==> config.mk <==
export PLATFORM = sky130hd
export DESIGN_NAME = cdr_compressed_image_parser_unit
export DESIGN_NICKNAME = d
export VERILOG_FILES = /design/src/rtl/core/cip_pkg.sv /design/src/rtl/core/cip_front.sv /design/src/rtl/core/cip_fifo.sv /design/src/rtl/core/cip_back.sv /design/src/rtl/core/cdr_compressed_image_parser_unit.sv
export SDC_FILE = /design/constraint.sdc
export NUM_CORES = 1
export LEC_CHECK = 0
export BUFFER_PORTS_ARGS = -buffer_cell sky130_fd_sc_hd__buf_2
export CAP_MARGIN = 5
export CORE_MARGIN = 2
export CORE_UTILIZATION = 30
export DETAILED_ROUTE_END_ITERATION = 12
export GPL_ROUTABILITY_DRIVEN = 0
export GPL_TIMING_DRIVEN = 0
export MAX_ROUTING_LAYER = met4
export PLACE_DENSITY_LB_ADDON = 0.1
export RECOVER_POWER = 25
export SLEW_MARGIN = 20
export SYNTH_ARGS = -nofsm -noshare
export SYNTH_HDL_FRONTEND = slang
export SYNTH_SLANG_ARGS = --single-unit
==> constraint.sdc <==
create_clock -name clk -period 8.3 [get_ports clk]
set_input_delay 1.66 -clock clk [delete_from_list [all_inputs] [get_ports clk]]
set_output_delay 1.66 -clock clk [all_outputs]
set_load 0.03 [all_outputs]
==> src/rtl/core/cip_pkg.sv <==
`timescale 1ns / 1ps
// ----------------------------------------------------------------------------
// cip_pkg
// Shared types and constants of the compressed-image parser.
// ----------------------------------------------------------------------------
package cip_pkg;

	localparam int STRING_ALIGN_DEFAULT = 4;
	localparam int QUEUE_DEPTH_DEFAULT  = 4;
	localparam logic [31:0] MIN_MESSAGE_BYTES = 32'd26;

	typedef enum logic [1:0] {
		KIND_FORMAT  = 2'd0,
		KIND_PAYLOAD = 2'd1,
		KIND_SUMMARY = 2'd2
	} kind_t;

	typedef enum logic [1:0] {
		STATUS_OK           = 2'd0,
		STATUS_TRUNCATED    = 2'd1,
		STATUS_EMPTY_FORMAT = 2'd2
	} status_t;

	typedef struct packed {
		logic [7:0] data_byte;
		logic       end_of_message;
	} item_t;

	typedef struct packed {
		kind_t       kind;
		logic [7:0]  byte_value;
		logic [31:0] stamp_seconds;
		logic [31:0] stamp_nanoseconds;
		logic [31:0] payload_length;
		status_t     status;
		logic        final_result;
	} result_t;

	// one queue entry holds everything a single input word causes
	typedef struct packed {
		logic        has_byte;
		kind_t       byte_kind;
		logic [7:0]  byte_value;
		logic        has_summary;
		logic [31:0] seconds;
		logic [31:0] nanoseconds;
		logic [31:0] payload_length;
		status_t     status;
	} qentry_t;

endpackage

==> src/rtl/core/cip_front.sv <==
`timescale 1ns / 1ps
// ----------------------------------------------------------------------------
// cip_front
// Byte parser: walks the message fields, captures the stamp and lengths,
// and writes one queue entry per word that yields output.
// ----------------------------------------------------------------------------
module cip_front import cip_pkg::*; #(
	parameter int STRING_ALIGN = STRING_ALIGN_DEFAULT
) (
	input  logic    clk,
	input  logic    arst_n,
	input  logic    push,
	input  item_t   item,
	input  logic    q_full,
	output logic    q_wr,
	output qentry_t q_entry
);

	localparam int AW = (STRING_ALIGN > 1) ? $clog2(STRING_ALIGN) : 1;
	localparam logic [AW-1:0] ALIGN_LAST = AW'(STRING_ALIGN - 1);

	typedef enum logic [3:0] {
		PH_HDR, PH_SEC, PH_NSEC, PH_FIDLEN, PH_FID, PH_FIDPAD, PH_FMTLEN,
		PH_FMT, PH_FMTPAD, PH_DATALEN, PH_DATA, PH_DONE, PH_ERR
	} phase_t;

	phase_t      phase_q, phase_nx;
	logic [31:0] pos_q, pos_nx;
	logic [AW-1:0] align_q, align_nx;
	logic [1:0]  shift_q, shift_nx;
	logic [31:0] rem_q, rem_nx;
	logic [31:0] sec_q, sec_nx;
	logic [31:0] nsec_q, nsec_nx;
	logic [31:0] plen_q, plen_nx;
	logic [31:0] word_nx;
	logic        word_done;
	logic        aligned;
	logic        emit;
	kind_t       emit_kind;
	logic        accept;
	status_t     status;

	assign accept = push && !q_full;

	// little-endian word assembly
	assign word_nx   = ((shift_q == 2'd0) ? 32'd0 : rem_q) |
	                   (32'(item.data_byte) << {shift_q, 3'b000});
	assign word_done = (shift_q == 2'd3);

	always_comb begin
		pos_nx   = (pos_q == 32'hFFFF_FFFF) ? pos_q : pos_q + 32'd1;
		align_nx = align_q;
		if (pos_q != 32'hFFFF_FFFF) begin
			align_nx = (align_q == ALIGN_LAST) ? '0 : align_q + AW'(1);
		end
	end

	assign aligned = (align_nx == '0);

	always_comb begin
		phase_nx  = phase_q;
		shift_nx  = shift_q;
		rem_nx    = rem_q;
		sec_nx    = sec_q;
		nsec_nx   = nsec_q;
		plen_nx   = plen_q;
		emit      = 1'b0;
		emit_kind = KIND_FORMAT;
		unique case (phase_q)
			PH_HDR: begin
				shift_nx = shift_q + 2'd1;
				if (word_done) phase_nx = PH_SEC;
			end
			PH_SEC: begin
				shift_nx = shift_q + 2'd1;
				sec_nx = ((shift_q == 2'd0) ? 32'd0 : sec_q) |
				         (32'(item.data_byte) << {shift_q, 3'b000});
				if (word_done) phase_nx = PH_NSEC;
			end
			PH_NSEC: begin
				shift_nx = shift_q + 2'd1;
				nsec_nx = ((shift_q == 2'd0) ? 32'd0 : nsec_q) |
				          (32'(item.data_byte) << {shift_q, 3'b000});
				if (word_done) phase_nx = PH_FIDLEN;
			end
			PH_FIDLEN: begin
				shift_nx = shift_q + 2'd1;
				rem_nx = word_nx;
				if (word_done) phase_nx = PH_FID;
			end
			PH_FID: begin
				rem_nx = rem_q - 32'd1;
			end
			PH_FMTLEN: begin
				shift_nx = shift_q + 2'd1;
				rem_nx = word_nx;
				if (word_done) phase_nx = (word_nx == 32'd0) ? PH_ERR : PH_FMT;
			end
			PH_FMT: begin
				emit   = (rem_q != 32'd1);
				rem_nx = rem_q - 32'd1;
			end
			PH_DATALEN: begin
				shift_nx = shift_q + 2'd1;
				plen_nx = ((shift_q == 2'd0) ? 32'd0 : plen_q) |
				          (32'(item.data_byte) << {shift_q, 3'b000});
				if (word_done) begin
					rem_nx   = plen_nx;
					phase_nx = PH_DATA;
				end
			end
			PH_DATA: begin
				emit      = 1'b1;
				emit_kind = KIND_PAYLOAD;
				rem_nx    = rem_q - 32'd1;
			end
			default: begin
			end
		endcase

		if (phase_nx == PH_FID && rem_nx == 32'd0) phase_nx = PH_FIDPAD;
		if (phase_nx == PH_FIDPAD && aligned) phase_nx = PH_FMTLEN;
		if (phase_nx == PH_FMT && rem_nx == 32'd0) phase_nx = PH_FMTPAD;
		if (phase_nx == PH_FMTPAD && aligned) phase_nx = PH_DATALEN;
		if (phase_nx == PH_DATA && rem_nx == 32'd0) phase_nx = PH_DONE;
	end

	always_comb begin
		priority if (pos_nx < MIN_MESSAGE_BYTES) status = STATUS_TRUNCATED;
		else if (phase_nx == PH_ERR) status = STATUS_EMPTY_FORMAT;
		else if (phase_nx != PH_DONE) status = STATUS_TRUNCATED;
		else status = STATUS_OK;
	end

	assign q_wr = accept && (emit || item.end_of_message);

	always_comb begin
		q_entry.has_byte       = emit;
		q_entry.byte_kind      = emit_kind;
		q_entry.byte_value     = item.data_byte;
		q_entry.has_summary    = item.end_of_message;
		q_entry.seconds        = sec_nx;
		q_entry.nanoseconds    = nsec_nx;
		q_entry.payload_length = plen_nx;
		q_entry.status         = status;
	end

	always_ff @(posedge clk or negedge arst_n) begin
		if (!arst_n) begin
			phase_q <= PH_HDR;
			pos_q   <= '0;
			align_q <= '0;
			shift_q <= '0;
			rem_q   <= '0;
			sec_q   <= '0;
			nsec_q  <= '0;
			plen_q  <= '0;
		end else if (accept) begin
			if (item.end_of_message) begin
				phase_q <= PH_HDR;
				pos_q   <= '0;
				align_q <= '0;
				shift_q <= '0;
				rem_q   <= '0;
				sec_q   <= '0;
				nsec_q  <= '0;
				plen_q  <= '0;
			end else begin
				phase_q <= phase_nx;
				pos_q   <= pos_nx;
				align_q <= align_nx;
				shift_q <= shift_nx;
				rem_q   <= rem_nx;
				sec_q   <= sec_nx;
				nsec_q  <= nsec_nx;
				plen_q  <= plen_nx;
			end
		end
	end

	// a closing word restarts the parse from a clean position
	assert property (@(posedge clk) disable iff (!arst_n)
		(accept && item.end_of_message) |=> (pos_q == 32'd0 && phase_q == PH_HDR))
		else $error("parser state not cleared after end of message");

endmodule

==> src/rtl/core/cip_fifo.sv <==
`timescale 1ns / 1ps
// ----------------------------------------------------------------------------
// cip_fifo
// Short queue of parsed entries between the parser and the result sequencer.
// ----------------------------------------------------------------------------
module cip_fifo import cip_pkg::*; #(
	parameter int DEPTH = QUEUE_DEPTH_DEFAULT
) (
	input  logic    clk,
	input  logic    arst_n,
	input  logic    wr,
	input  qentry_t wr_entry,
	input  logic    rd,
	output qentry_t head,
	output logic    full,
	output logic    empty
);

	localparam int PW = (DEPTH > 1) ? $clog2(DEPTH) : 1;
	localparam int CW = $clog2(DEPTH + 1);
	localparam logic [PW-1:0] PTR_LAST = PW'(DEPTH - 1);
	localparam logic [CW-1:0] COUNT_FULL = CW'(DEPTH);

	qentry_t       slots_q [DEPTH];
	logic [PW-1:0] wptr_q, rptr_q;
	logic [CW-1:0] count_q;
	logic          do_wr, do_rd;

	assign full  = (count_q == COUNT_FULL);
	assign empty = (count_q == '0);
	assign head  = slots_q[rptr_q];
	assign do_wr = wr && !full;
	assign do_rd = rd && !empty;

	always_ff @(posedge clk) begin
		if (do_wr) slots_q[wptr_q] <= wr_entry;
	end

	always_ff @(posedge clk or negedge arst_n) begin
		if (!arst_n) begin
			wptr_q  <= '0;
			rptr_q  <= '0;
			count_q <= '0;
		end else begin
			if (do_wr) wptr_q <= (wptr_q == PTR_LAST) ? '0 : wptr_q + PW'(1);
			if (do_rd) rptr_q <= (rptr_q == PTR_LAST) ? '0 : rptr_q + PW'(1);
			if (do_wr && !do_rd) count_q <= count_q + CW'(1);
			else if (do_rd && !do_wr) count_q <= count_q - CW'(1);
		end
	end

	assert property (@(posedge clk) disable iff (!arst_n) wr |-> !full)
		else $error("queue written while full");

	assert property (@(posedge clk) disable iff (!arst_n) count_q <= COUNT_FULL)
		else $error("queue count out of range");

	assert property (@(posedge clk) disable iff (!arst_n)
		(do_wr && !do_rd) |=> !empty)
		else $error("queue lost a word");

endmodule

==> src/rtl/core/cip_back.sv <==
`timescale 1ns / 1ps
// ----------------------------------------------------------------------------
// cip_back
// Result sequencer: turns each queue entry into its byte word and/or its
// summary word, byte first.
// ----------------------------------------------------------------------------
module cip_back import cip_pkg::*; (
	input  logic    clk,
	input  logic    arst_n,
	input  qentry_t head,
	input  logic    q_empty,
	output logic    q_rd,
	input  logic    pop,
	output logic    empty,
	output result_t result
);

	logic byte_done_q;
	logic show_byte;
	logic take;

	assign empty     = q_empty;
	assign show_byte = head.has_byte && !byte_done_q;
	assign take      = pop && !q_empty;
	assign q_rd      = take && !(show_byte && head.has_summary);

	always_comb begin
		if (show_byte) begin
			result.kind              = head.byte_kind;
			result.byte_value        = head.byte_value;
			result.stamp_seconds     = '0;
			result.stamp_nanoseconds = '0;
			result.payload_length    = '0;
			result.status            = STATUS_OK;
			result.final_result      = 1'b0;
		end else begin
			result.kind              = KIND_SUMMARY;
			result.byte_value        = '0;
			result.stamp_seconds     = head.seconds;
			result.stamp_nanoseconds = head.nanoseconds;
			result.payload_length    = head.payload_length;
			result.status            = head.status;
			result.final_result      = 1'b1;
		end
	end

	always_ff @(posedge clk or negedge arst_n) begin
		if (!arst_n) begin
			byte_done_q <= 1'b0;
		end else if (q_rd) begin
			byte_done_q <= 1'b0;
		end else if (take) begin
			byte_done_q <= 1'b1;
		end
	end

	// half-delivered entry must still be in the queue
	assert property (@(posedge clk) disable iff (!arst_n) byte_done_q |-> !q_empty)
		else $error("byte marked delivered with no entry");

endmodule

==> src/rtl/core/cdr_compressed_image_parser_unit.sv <==
`timescale 1ns / 1ps
// ----------------------------------------------------------------------------
// cdr_compressed_image_parser_unit
// Streaming parser for a serialized compressed-image message.
// ----------------------------------------------------------------------------
// Takes one message byte per cycle and returns format characters, payload
// bytes and a closing summary word per message. The parser accepts a byte
// every cycle while its output queue (QUEUE_DEPTH entries) has room; the
// result side delivers one word per cycle while pop is high and the queue is
// not empty, except that a closing byte that also carries a payload or format
// byte yields two words, both taken from the same queue entry.
module cdr_compressed_image_parser_unit import cip_pkg::*; #(
	parameter int STRING_ALIGN = STRING_ALIGN_DEFAULT,
	parameter int QUEUE_DEPTH  = QUEUE_DEPTH_DEFAULT
) (
	input  logic    clk,
	input  logic    arst_n,
	input  logic    push,
	input  item_t   item,
	output logic    full,
	output logic    empty,
	input  logic    pop,
	output result_t result
);

	qentry_t wr_entry, head;
	logic    q_wr, q_rd, q_full, q_empty;

	assign full = q_full;

	cip_front #(
		.STRING_ALIGN(STRING_ALIGN)
	) u_front (
		.clk(clk),
		.arst_n(arst_n),
		.push(push),
		.item(item),
		.q_full(q_full),
		.q_wr(q_wr),
		.q_entry(wr_entry)
	);

	cip_fifo #(
		.DEPTH(QUEUE_DEPTH)
	) u_fifo (
		.clk(clk),
		.arst_n(arst_n),
		.wr(q_wr),
		.wr_entry(wr_entry),
		.rd(q_rd),
		.head(head),
		.full(q_full),
		.empty(q_empty)
	);

	cip_back u_back (
		.clk(clk),
		.arst_n(arst_n),
		.head(head),
		.q_empty(q_empty),
		.q_rd(q_rd),
		.pop(pop),
		.empty(empty),
		.result(result)
	);

endmodule

==> flow_summary.json <==
{
  "outcome": "finished, violations left",
  "violations": "capacitance limit, slew limit",
  "drive_gt1_share_pct": 16.3,
  "required_ns": 6.64,
  "critPathCaptureType": "primary output",
  "drv_slew": 228,
  "grt_overflow": 0,
  "num_vias": 19200,
  "route.detailed.drc": 0,
  "setup_viol": 0,
  "hold_violations": 0,
  "postCtsSetupRepairBufs": 0,
  "setup_ws_ns": 1.91,
  "die_w_um": 310,
  "fmax_ghz": 0.157,
  "grt_max_degree": 71,
  "cts_made_buffers": 72,
  "drtPass1Iterations": 8,
  "synthCells": 2111,
  "clkTransAtPathRegs_ns": 0.06,
  "cts_hold_buf": 0,
  "drtIter0Drc": 1794,
  "fin_skew_ns": 0.0306,
  "postSynthAreaPerCell_sq_um": 13.3,
  "dp_hpwl_um": 63400,
  "ant_nets": 0,
  "instances_no_fill": 3630,
  "synth-seq-cells": 612,
  "synth_cell_types": 83,
  "grt_pass1_vias": 19200,
  "power_density_nw_per_um2": 332,
  "clock_latency_ns": 0.62,
  "critPathKind": "reg -> out",
  "critPathMaxFanout": 10,
  "synth-main-ff-cell": "edfxtp_1",
  "ctsLongestPathBuffers": 3,
  "period_share_pct": 77.0,
  "rows": 112,
  "hp-class": "reg -> reg",
  "max_cap_viol_count": 6,
  "ir_drop_uv": 145,
  "die_y_um": 310,
  "pre_cts_slack_ns": 3.26,
  "finish.utilization_pct": 35.2,
  "rsz0062_at_grt": "no",
  "async_reset_ff_share_pct": 28.8,
  "synth_edf_count": 436,
  "grt_pass1_wl_um": 133000,
  "grt_use_total_pct": 19.6,
  "initial_utilization_pct": 30.1,
  "cts_tree": "built",
  "io_buffers": 123,
  "synth_nets": 2137,
  "area.growth.synth_to_final_pct": 16.8,
  "wirelength_um": 91400,
  "post_cts_resized": 0,
  "hold_slack_ns": 0.490,
  "final_area_sq_um": 32800,
  "coreArea_sq_um": 93000,
  "max_slew_margin_pct": -191,
  "tightest_slew_ns": 4.37,
  "layout_common_cells": "edfxtp_1 (436), nand2_1 (208), o21ai_0 (176), dfrtp_1 (176), clkbuf_1 (172)",
  "final_nets": 2348,
  "layout_commonest_cell": "edfxtp_1",
  "io_pins": 124,
  "ys_seq_area_share_pct": 62.4,
  "clockRootBuffer": "clkbuf_16",
  "synth_warnings": 0,
  "dpl-instance-area_sq_um": 30600,
  "dieArea_sq_um": 96000,
  "post_drt_wl_per_cell_um": 25.2,
  "fin_tns_setup_ns": 0,
  "cp-start-kind": "register",
  "leakage_nw": 11.6,
  "syn_area_sq_um": 28100,
  "vias_per_cell": 5.29,
  "finalCriticalPeriod_ns": 6.39,
  "cts_sinks": 612,
  "antenna_found_initial": 1,
  "cts_htree_levels": 3,
  "dp_cells": 3502,
  "critPathArrivalTime_ns": 4.73,
  "fin_total_pwr_mw": 10.9
}
cell type report:
type	instances	area [sq um]
Fill cell	9222	60300
Sequential cell	612	17500
Multi-Input combinational cell	1300	9760
Clock buffer	101	2020
Tap cell	1254	1570
Timing Repair Buffer	137	868
Buffer	171	692
Clock inverter	25	243
Inverter	28	105
Antenna cell	2	5.00
path summary, 6_finish.rpt:
kind	to	slack [ns]	start	cells past startpoint
max in group asynchronous	u_front.sec_q[29]$_DFFE_PN0P_	2.49	arst_n	3
max reg2reg	u_fifo.slots_q[1][78]$_DFFE_PP_	2.23	u_front.phase_q[1]$_DFFE_PN0P_	12
min	u_fifo.count_q[2]$_DFFE_PN0P_	0.49	u_fifo.count_q[2]$_DFFE_PN0P_	1
min in group asynchronous	u_fifo.count_q[0]$_DFFE_PN0P_	2.61	arst_n	1
min reg2reg	u_fifo.count_q[2]$_DFFE_PN0P_	0.49	u_fifo.count_q[2]$_DFFE_PN0P_	1
max	result[101]	1.91	u_fifo.rptr_q[0]$_DFFE_PN0P_	8
registers in the layout (all words and copies together) (netlist names):
| signal | cells |
|---|---|
| u_front.pos_q | 32 |
| u_fifo.wptr_q | 2 |
| u_back.byte_done_q | 1 |
| u_fifo.rptr_q | 2 |
| u_front.rem_q | 32 |
| u_fifo.slots_q | 436 |
| u_front.phase_q | 4 |
| u_fifo.count_q | 3 |
| u_front.align_q | 2 |
| u_front.sec_q | 32 |
| u_front.shift_q | 2 |
| u_front.plen_q | 32 |
| u_front.nsec_q | 32 |
cells by family (layout without fill, tap and decap cells):
| group | after synthesis | in the layout | share of synthesized area, % |
|---|---|---|---|
| buffers and inverters | 199 | 462 | 2.80 |
| AO/OA/AOI/OAI | 500 | 500 | 12.0 |
| other | 0 | 2 | 0 |
| adder cells (fa/ha/maj) | 13 | 13 | 0.607 |
| AND/OR/NAND/NOR | 630 | 630 | 11.8 |
| flip-flops | 612 | 612 | 62.4 |
| XOR/XNOR | 27 | 27 | 0.843 |
| multiplexers | 130 | 130 | 9.53 |
where the power goes:
group	switching [mW]	internal, mW	total (mW)
Combinational	2.72	1.34	4.06
Sequential	0.136	3.60	3.74
Clock	1.25	1.82	3.08
synthesized netlist by cell type (9+ instances only):
cell type | number | area, sq um
inv_1 | 28 | 105
a21oi_1 | 61 | 305
buf_1 | 25 | 93.8
o22a_1 | 9 | 78.8
and3_1 | 12 | 75.1
nor3_1 | 35 | 175
dfrtp_1 | 176 | 4400
xnor2_1 | 11 | 96.3
a31oi_1 | 10 | 62.6
edfxtp_1 | 436 | 13100
nor2b_1 | 111 | 694
clkbuf_1 | 132 | 495
nand3_1 | 25 | 125
o22ai_1 | 24 | 150
buf_2 | 10 | 50.1
xor2_1 | 16 | 140
or3_1 | 11 | 68.8
mux4_2 | 109 | 2450
ha_1 | 12 | 150
a22o_1 | 115 | 1010
and2_1 | 29 | 181
a22oi_1 | 22 | 165
nand2_1 | 208 | 781
nor4_1 | 19 | 119
or2_2 | 10 | 62.6
o21ai_0 | 176 | 881
nand4_1 | 23 | 144
nor2_1 | 90 | 338
mux2i_1 | 17 | 170
critical path, cell delays in order, from the launching register on:
cell and delay, ns:
dfrtp_1 0.44, mux4_2 0.35, nor2b_1 0.13, clkbuf_1 0.42, clkbuf_1 0.96, clkbuf_1 0.42, clkbuf_1 0.69, and2_1 0.42
buf_2 0.26
metal layers:
layer	GRT usage (%)	share of wire [%]	up-vias	wire length, um
li1	-	-	8523	-
met1	25.1	43	9886	39100
met2	31.4	48	632	44000
met3	3.27	5.7	169	5240
met4	7.40	3.3	0	3030
met5	-	0	-	0
Note: power is estimated with default switching activity, not from simulation.
